--- config.mk ---
export PLATFORM = sky130hd
export DESIGN_NAME = bba_bitfind
export DESIGN_NICKNAME = d
export VERILOG_FILES = /design/src/rtl/bba_pkg.sv /design/src/rtl/bba_bitfind.sv
export SDC_FILE = /design/constraint.sdc
export NUM_CORES = 1
export LEC_CHECK = 0
export BUFFER_PORTS_ARGS = -buffer_cell sky130_fd_sc_hd__clkbuf_2
export CORE_MARGIN = 2
export CORE_UTILIZATION = 45
export DETAILED_ROUTE_END_ITERATION = 6
export GPL_TIMING_DRIVEN = 0
export PLACE_DENSITY = 0.85
export SLEW_MARGIN = 0
export SYNTH_ARGS = -nofsm -noshare
export SYNTH_HDL_FRONTEND = slang
export SYNTH_SLANG_ARGS = --single-unit
export TNS_END_PERCENT = 30
--- constraint.sdc ---
create_clock -name vclk -period 3.1
set_clock_uncertainty 0.05 [all_clocks]
set_input_delay 0.62 -clock vclk [all_inputs]
set_output_delay 0.62 -clock vclk [all_outputs]
set_load 0.05 [all_outputs]
--- src/rtl/bba_pkg.sv ---
package bba_pkg;

    // map geometry
    localparam int MAP_BYTES   = 512;
    localparam int TOTAL_BITS  = MAP_BYTES * 8;
    localparam int GRANT_LIMIT = 4096;
    localparam int LIMIT_BITS  = (TOTAL_BITS < GRANT_LIMIT) ? TOTAL_BITS : GRANT_LIMIT;

    // storage word of the bitmap memory
    localparam int WORD_W     = 64;
    localparam int BIT_W      = 6;
    localparam int NUM_WORDS  = (TOTAL_BITS + WORD_W - 1) / WORD_W;
    localparam int SCAN_WORDS = (LIMIT_BITS + WORD_W - 1) / WORD_W;
    localparam int WADDR_W    = (NUM_WORDS > 1) ? $clog2(NUM_WORDS) : 1;
    localparam int SCNT_W     = $clog2(SCAN_WORDS + 1);

    // field widths
    localparam int ACT_W   = 2;
    localparam int BLOCK_W = 12;
    localparam int STAT_W  = 2;

    localparam logic [ACT_W-1:0] ACT_ALLOC  = 2'd0;
    localparam logic [ACT_W-1:0] ACT_FREE   = 2'd1;
    localparam logic [ACT_W-1:0] ACT_FORMAT = 2'd2;

    localparam logic [STAT_W-1:0] STAT_OK    = 2'd0;
    localparam logic [STAT_W-1:0] STAT_FULL  = 2'd1;
    localparam logic [STAT_W-1:0] STAT_RANGE = 2'd2;

    // result of the lowest-set-bit unit
    typedef struct packed {
        logic              hit;
        logic [BIT_W-1:0]  idx;
        logic [WORD_W-1:0] cleared;
    } bf_res_t;

    // formatted contents of one memory word
    function automatic logic [WORD_W-1:0] format_word(input logic [WADDR_W-1:0] addr);
        logic [WORD_W-1:0] w;
        int                base;
        base = int'(addr) * WORD_W;
        for (int i = 0; i < WORD_W; i++) begin
            w[i] = ((base + i) < TOTAL_BITS) && !((base == 0) && (i < 2));
        end
        return w;
    endfunction

endpackage

--- src/rtl/bba_bitfind.sv ---
module bba_bitfind (
    input  logic [bba_pkg::WORD_W-1:0] word,
    output bba_pkg::bf_res_t           res
);

    logic [bba_pkg::WORD_W-1:0] low;
    logic [bba_pkg::BIT_W-1:0]  idx;

    // isolate the lowest set bit, then encode its position
    always_comb begin
        low = word & (~word + bba_pkg::WORD_W'(1));
        idx = '0;
        for (int i = 0; i < bba_pkg::WORD_W; i++) begin
            if (low[i]) begin
                idx = idx | bba_pkg::BIT_W'(i);
            end
        end
        res.hit     = |word;
        res.idx     = idx;
        res.cleared = word & ~low;
    end

endmodule
==> metrics.txt <==
outcome finished with violations; failing checks design-rule violations, negative setup slack; Core Region 4350 um^2; Routability Congestion 0.989; Synth top area share 6.31%; syn avg cell area 6.38 um^2; post-route worst setup slack -327 ps; LEAKAGE 1.71 nW; global-route wire length before repair 14800 um; detailed placement HPWL 7180 um; DRT Pass-1 Iters 7; max-slew violations 0; Chip Height 71.0 um; fin crit period 3430 ps; vias per cell 6.73; WP data required 2430 ps; type of the most critical hold path in -> out; Final ANT Viol Nets 0; crit share post-route 111%; startpoint types primary input; 1st-iter DRT viols 507; Layout Nets 551; max-capacitance violation count 0; Detailed Route WL 10300 um; crit end category output port; Area Growth Syn to Fin 85.2%; main area contributors after synthesis nand2_1, nor3_1, nor4_1, nor2_1, a21boi_0; # IOs 135; Worst Path Arrival 2760 ps; # setup viols final 32; number of global-route vias before repair 3085; Placed Cells 500; achievable frequency 0.292 GHz; Worst Tran Pin Value 636 ps; Final Instance Count excl. Fillers 537; diode count 0; total global routing overflow 0; Util after Layout 86.0%; cell area after synthesis 2020 um^2; WL/cell 19.2 um; share of layout cells above drive strength 1 53.0%; critical path class in -> out; row count 24; Mapped Nets 381; hold_buf cts 0; critical-path maximum fanout 5; Synth Warn # 0; effective utilization at floorplan 46.4%; largest net degree at the start of global routing 11; RSZ-0062 raised after global routing true; initial antenna violation count 0; PD cells 126 nW/um^2; die width 71.0 um; Mapped Cells 317; register area share after synthesis 0%; register area 0 um^2; max_slew headroom 57.6%; Total GRT Usage 35.5%; sequential cell count 0; final hold violation count 0; clock buf count 0; die area 5050 um^2; port bufs 131; count of cell types in the netlist 60; residual DRC count 1; pre-CTS setup slack -618 ps; DR vias 3615; post-synth top area cell nand2_1; VDD IR-drop max 118 uV
==> layer usage <==
metal | up-vias | GRT usage (%) | wire length, um
li1 | 1587 | - | -
met1 | 1689 | 48.1 | 3880
met2 | 290 | 60.5 | 4950
met3 | 49 | 3.42 | 1130
met4 | 0 | 9.01 | 341
met5 | - | 0 | 0
==> worst max-delay path, cell delays in order <==
cell	delay, ps
buf_8	100
nor4_4	410
nand3_4	180
buf_12	190
nor4_4	330
buf_4	210
and3_4	190
nand3_2	90
o211a_1	140
nand4_1	120
buf_8	160
==> repair_timing <==
item,4_1_cts,5_1_grt
pin swaps,17,15
gates cloned,0,1
resized for setup,98,73
setup buffers,22,15
setup endpoints to repair,41,38
endpoints found under the hold margin,0,0
==> path summary, 6_finish.rpt <==
kind	from	endpoint	slack, ps	depth (start not counted)
setup / recovery	word[7]	res[66]	-330	11
hold / removal	word[60]	res[60]	1570	3
==> Yosys cell counts, drive strengths merged, types with 3 or more instances <==
master	instances
buf	7
clkbuf	3
nand3	22
and2	17
or3	3
a21boi	15
o21a	6
o41a	3
o211ai	3
nand4	16
nand2	34
o31a	4
and3	5
nor2b	12
a21oi	16
a31oi	7
o21ai	7
nor2	31
nor4	31
nor3	28
a211oi	3
inv	12
==> cell families after synthesis <==
kind of cell           Yosys count  share of synthesized area, %
buffers and inverters           22                          5.88
other                            1                         0.185
AOI/OAI and AO/OA               81                          29.4
and+or+nand+nor                213                          64.5
==> area by class of cell <==
class / count / area, um^2
Buffer: 9 / 92.6
Fill cell: 248 / 609
Inverter: 12 / 45.0
Multi-Input combinational cell: 295 / 2330
Tap cell: 52 / 65.1
Timing Repair Buffer: 169 / 1210
==> power by group <==
part	switching, mW	total (mW)	internal (mW)	leakage (nW)
clock	0	0	0	0
combinational	0.329	0.472	0.143	1.71
sequential	0	0	0	0
==> per-stage QoR <==
step / power [mW] / TNS, ps / area, um^2 / hold WS, ps
after floorplan: 0.255 / -35.5 / 2090 / 1380
after global placement: 0.397 / -8540 / 2810 / 1620
after detailed placement: 0.399 / -8670 / 2810 / 1630
after CTS: 0.440 / -1770 / 3430 / 1580
after global routing: 0.492 / -6520 / 3740 / 1600
final: 0.472 / -4180 / 3740 / 1570
==> cell usage in the layout, fill, tap and decap left out, types with 7 or more instances in the layout <==
cell type  synthesis  layout
nand3_2            3       7
nand2_1           34      29
nor2_1            31      26
nor4_2             7       9
nor4_4             5      13
buf_8              0      14
clkbuf_2           0      94
a21boi_0          15      10
nand3_1           19      13
buf_2              2      12
a21oi_1           16      15
and2_1            17      15
nor3_4             1       9
inv_1             12      12
nor4_1            19       9
buf_6              4      13
nor3_1            24      15
nand4_1           15      15
nor2b_1           12      10
buf_4              1      32
No activity file was read; power rests on OpenSTA's default activity.
