## config.mk

```make
export PLATFORM = sky130hd
export DESIGN_NAME = bba_ram
export DESIGN_NICKNAME = d
export VERILOG_FILES = /design/src/rtl/bba_ram.sv
export SDC_FILE = /design/constraint.sdc
export NUM_CORES = 2
export LEC_CHECK = 0
export ABC_CLOCK_PERIOD_IN_PS = 6280
export BUFFER_PORTS_ARGS = -buffer_cell sky130_fd_sc_hd__buf_2
export CAP_MARGIN = 20
export CELL_PAD_IN_SITES_DETAIL_PLACEMENT = 1
export CELL_PAD_IN_SITES_GLOBAL_PLACEMENT = 2
export CORE_MARGIN = 2
export CORE_UTILIZATION = 40
export DETAILED_ROUTE_END_ITERATION = 10
export PLACE_DENSITY = 0.66
export SETUP_SLACK_MARGIN = 0.4
export SLEW_MARGIN = 20
export SYNTH_ARGS = -nofsm -noshare
export SYNTH_HDL_FRONTEND = slang
export SYNTH_SLANG_ARGS = --single-unit
```

## constraint.sdc

```tcl
create_clock -name aclk -period 6.28 [get_ports aclk]
set_input_delay 0.942 -clock aclk [delete_from_list [all_inputs] [get_ports aclk]]
set_output_delay 0.942 -clock aclk [all_outputs]
set_load 0.01 [all_outputs]
```

## src/rtl/bba_ram.sv

```systemverilog
module bba_ram #(
    parameter int WIDTH = 64,
    parameter int DEPTH = 64,
    parameter int AW    = (DEPTH > 1) ? $clog2(DEPTH) : 1
) (
    input  logic             aclk,
    input  logic             we,
    input  logic [AW-1:0]    waddr,
    input  logic [WIDTH-1:0] wdata,
    input  logic             re,
    input  logic [AW-1:0]    raddr,
    output logic [WIDTH-1:0] rdata
);

    logic [WIDTH-1:0] mem [DEPTH];
    logic [WIDTH-1:0] rdata_reg;

    always_ff @(posedge aclk) begin
        if (we) begin
            mem[waddr] <= wdata;
        end
        if (re) begin
            rdata_reg <= mem[raddr];
        end
    end

    assign rdata = rdata_reg;

endmodule

```

==> summary.txt <==
Setup path
  – Cell family with most CP delay: compound AO/OA/AOI/OAI gates
  – Reg2Reg Capture Point: rdata[7]
  – Reg2reg setup slack: just over 4 ns
  – Crit path launch type: input port
  – Reg-to-reg startpoint: mem[54][7]
  – Critical path's slowest cell: a211oi_1
  – CP arrival: around 4.2 ns
  – CP max stage delay: 0.84 ns
  – Crit-path max FO: 27
  – CP Cell Sequence: buf_2 > nand2b_4 > buf_4 > o22ai_1 > a41oi_1 > a211oi_1
  – Crit path buf inv count: 2
  – WS Path Type: input port to register
  – CP endpoint kind: register
  – Critical Path RT: slightly below 7 ns
  – Reg2Reg Depth: 5

Yosys
  – Post-Synth Simple-Gate Area: 0.0123
  – Post-Synth Adder-Cell Area: 0
  – Mean Syn Cell Area: ~24 um2
  – Area of the mapped netlist: 157000 um2
  – Largest family of logic cells by synthesized area: multiplexers
  – Yosys reg bits: 4160
  – Post-synthesis mux area share: 0.156
  – Synth Area in Compound Gates: 0.0247
  – Syn nets: about 6700
  – Xor/xnor share of the synthesized area: 0
  – Synth area leader: edfxtp_1
  – Seq/Total Area, Yosys: 0.796
  – Synth top area share: 0.796
  – Top cells by area, synth: edfxtp_1 (80%), mux4_2 (15%), mux2i_1 (0.86%)
  – Synth unique cells: 32
  – Gate Count Post-Synth: 6598
  – Yosys warnings: 0

GRT
  – Total congestion overflow: 0
  – Global router's overall resource usage: 0.232
  – Initial antenna violation count: 28
  – Largest net degree at the start of global routing: around 140
  – Vias in the first global route: just under 80000
  – Global-route wire length before repair: about 640 mm

Run status
  – Status: finished, final reports clean

Min path
  – Hold endpoint: mem[51][8]
  – Hold WC Path Type: input port to register
  – Hold wc startpoint: wdata[8]
  – Worst Hold Depth: 1

STA
  – Slew margin rel.: 0.197
  – Final Hold Viols: 0
  – # setup viols final: 0
  – Worst Skew: between 0.03 and 0.04 ns
  – Actual slew at the worst max-slew pin: 1.20 ns
  – RSZ-0062 raised after global routing: false
  – Sum Neg Setup Slack: 0 ns
  – Period minus WS final: ~3.6 ns
  – Max-slew violation count: 0
  – Max Fclk: around 280 MHz
  – Final Cycle Share: 0.566

Drt
  – DRT met1 WL: between 150 and 200 mm
  – ANT nets after route: 0
  – DR pass1 iterations: 5
  – Vias: between 70000 and 80000
  – Starting DRT DRC Count: between 8000 and 9000
  – Met2 WL: 232 mm
  – DR WL/cell: 36.7 um
  – Top routing layer in use: met5
  – Final WL: approximately 460 mm
  – WL met3: ~29 mm
  – Post-route DRC: 0
  – Vias per inst: 5.97

Clocking
  – TritonCTS clock tree: yes
  – Num Clock Sinks: roughly 4200
  – Root buf cell: clkbuf_16
  – PostCTS Resize Cnt: 0
  – Number of H-tree levels: 5
  – Hold-fix buffers, CTS: 0
  – Skew-Pair Late Insertion Delay: roughly 1 ns
  – CTS Buffer Depth: 4
  – Clock Pin Slew Worst Setup and Hold Paths: roughly 0.060 ns
  – Setup bufs post-CTS: 0
  – Total CTS buffers: roughly 420

Die
  – Row count: 230
  – Io pins: between 100 and 150
  – Die Wd: 630 um
  – Core region area: just under 400000 um2
  – Starting Density: 0.401
  – Die Height: about 630 um
  – Die Area: a little under 400000 um2

Final layout
  – Commonest non-fill, non-tap cell in the layout: edfxtp_1
  – Ratio of cells with drive above 1 in the final layout: 0.279
  – Cell area after layout: roughly 180000 um2
  – Commonest non-fill, non-tap cells in the layout: edfxtp_1 (4160), mux4_2 (1024), clkbuf_16 (426), a22oi_1 (168), buf_4 (146)
  – Nets: roughly 7100
  – Number of flip-flops in the largest register: between 4000 and 5000
  – Area growth, synth to finish: 14.1%

Flow run
  – Max-cap violations: 0

Placement
  – Dpl hpwl: 236 mm
  – Dpl cell area: 166000 um2
  – IO Port Bufs: around 140
  – Final Wtd Congestion: 0.758

Power and ir drop
  – Total power: 57700 uW
  – Pwr dens: around 320 nW/um2
  – Worst vdd ir: roughly 0.00022 V
  – Leakage Power: roughly 0.055 uW
-- kinds of logic after synthesis --
group / Yosys count
compound gates: 504
flops: 4160
simple gates: 386
buf+inv: 389
mux: 1159
-- how the worst max path moves through the flow --
| stage | startpoint | end | slack, ns | cells past startpoint |
|---|---|---|---|---|
| 2_1_floorplan | waddr[5] | mem[39][0] | 1.31 | 4 |
| 3_3_place_gp | raddr[4] | rdata[53] | 1.78 | 6 |
| 5_1_grt | raddr[4] | rdata[53] | 2.75 | 6 |
| 3_5_place_dp | raddr[4] | rdata[53] | 1.79 | 6 |
| 6_report | raddr[4] | rdata[53] | 2.73 | 6 |
| 4_1_cts | raddr[4] | rdata[53] | 2.84 | 6 |
-- final cells by class --
class,instances,area [um2]
Antenna cell,29,72.6
Sequential cell,4160,125000
Tap cell,5220,6530
Clock inverter,248,2040
Clock buffer,523,11000
Fill cell,34825,212000
Timing Repair Buffer,362,3730
Inverter,19,71.3
Multi-Input combinational cell,2049,30800
-- synth_stat cells --
| library cell | number |
|---|---|
| a211oi_1 | 63 |
| a22o_1 | 88 |
| a22oi_1 | 168 |
| a2bb2oi_1 | 19 |
| a31o_1 | 1 |
| a31oi_1 | 18 |
| a41oi_1 | 26 |
| and2_1 | 3 |
| and3_1 | 64 |
| buf_1 | 20 |
| buf_2 | 170 |
| buf_4 | 34 |
| buf_6 | 6 |
| clkbuf_1 | 140 |
| edfxtp_1 | 4160 |
| inv_1 | 19 |
| mux2i_1 | 135 |
| mux4_2 | 1024 |
| nand2_1 | 58 |
| nand2b_1 | 11 |
| nand3_1 | 45 |
| nand3b_1 | 2 |
| nand4_1 | 2 |
| nand4b_1 | 1 |
| nor2_1 | 112 |
| nor2b_1 | 28 |
| nor3_1 | 2 |
| o221ai_1 | 38 |
| o22ai_1 | 83 |
| or2_2 | 28 |
| or3_1 | 29 |
| or3b_2 | 1 |
-- per-layer routing --
metal	vias to the layer above	GRT usage
li1	29417	-
met5	-	0
met1	42338	0.321
met3	605	0.0291
met4	6	0.0600
met2	2946	0.392
-- per-stage QoR --
stage               std cells  utilization  hold slack (ns)  setup slack, ns
floorplan                6598            -            0.865             1.31
global placement        11803        0.423            0.898             1.78
detailed placement      11807        0.424            0.901             1.79
CTS                     12578        0.457            0.420             2.84
global route            12584        0.457            0.335             2.75
finish                  12610        0.458            0.373             2.73
-- worst reg2reg max path: stages (launching register included) --
cell and delay [ns]:
edfxtp_1 0.38, mux4_2 0.48, mux2i_1 0.37, o22ai_1 0.15, a31oi_1 0.46, a211oi_1 0.12
-- report_power, final --
part           internal, uW  switching, uW  leakage, uW  total, uW
clock                 13500          10700      0.00637      24200
combinational           973           1670       0.0113       2650
sequential            30800            118       0.0375      30900
No activity file was read; power rests on OpenSTA's default activity.
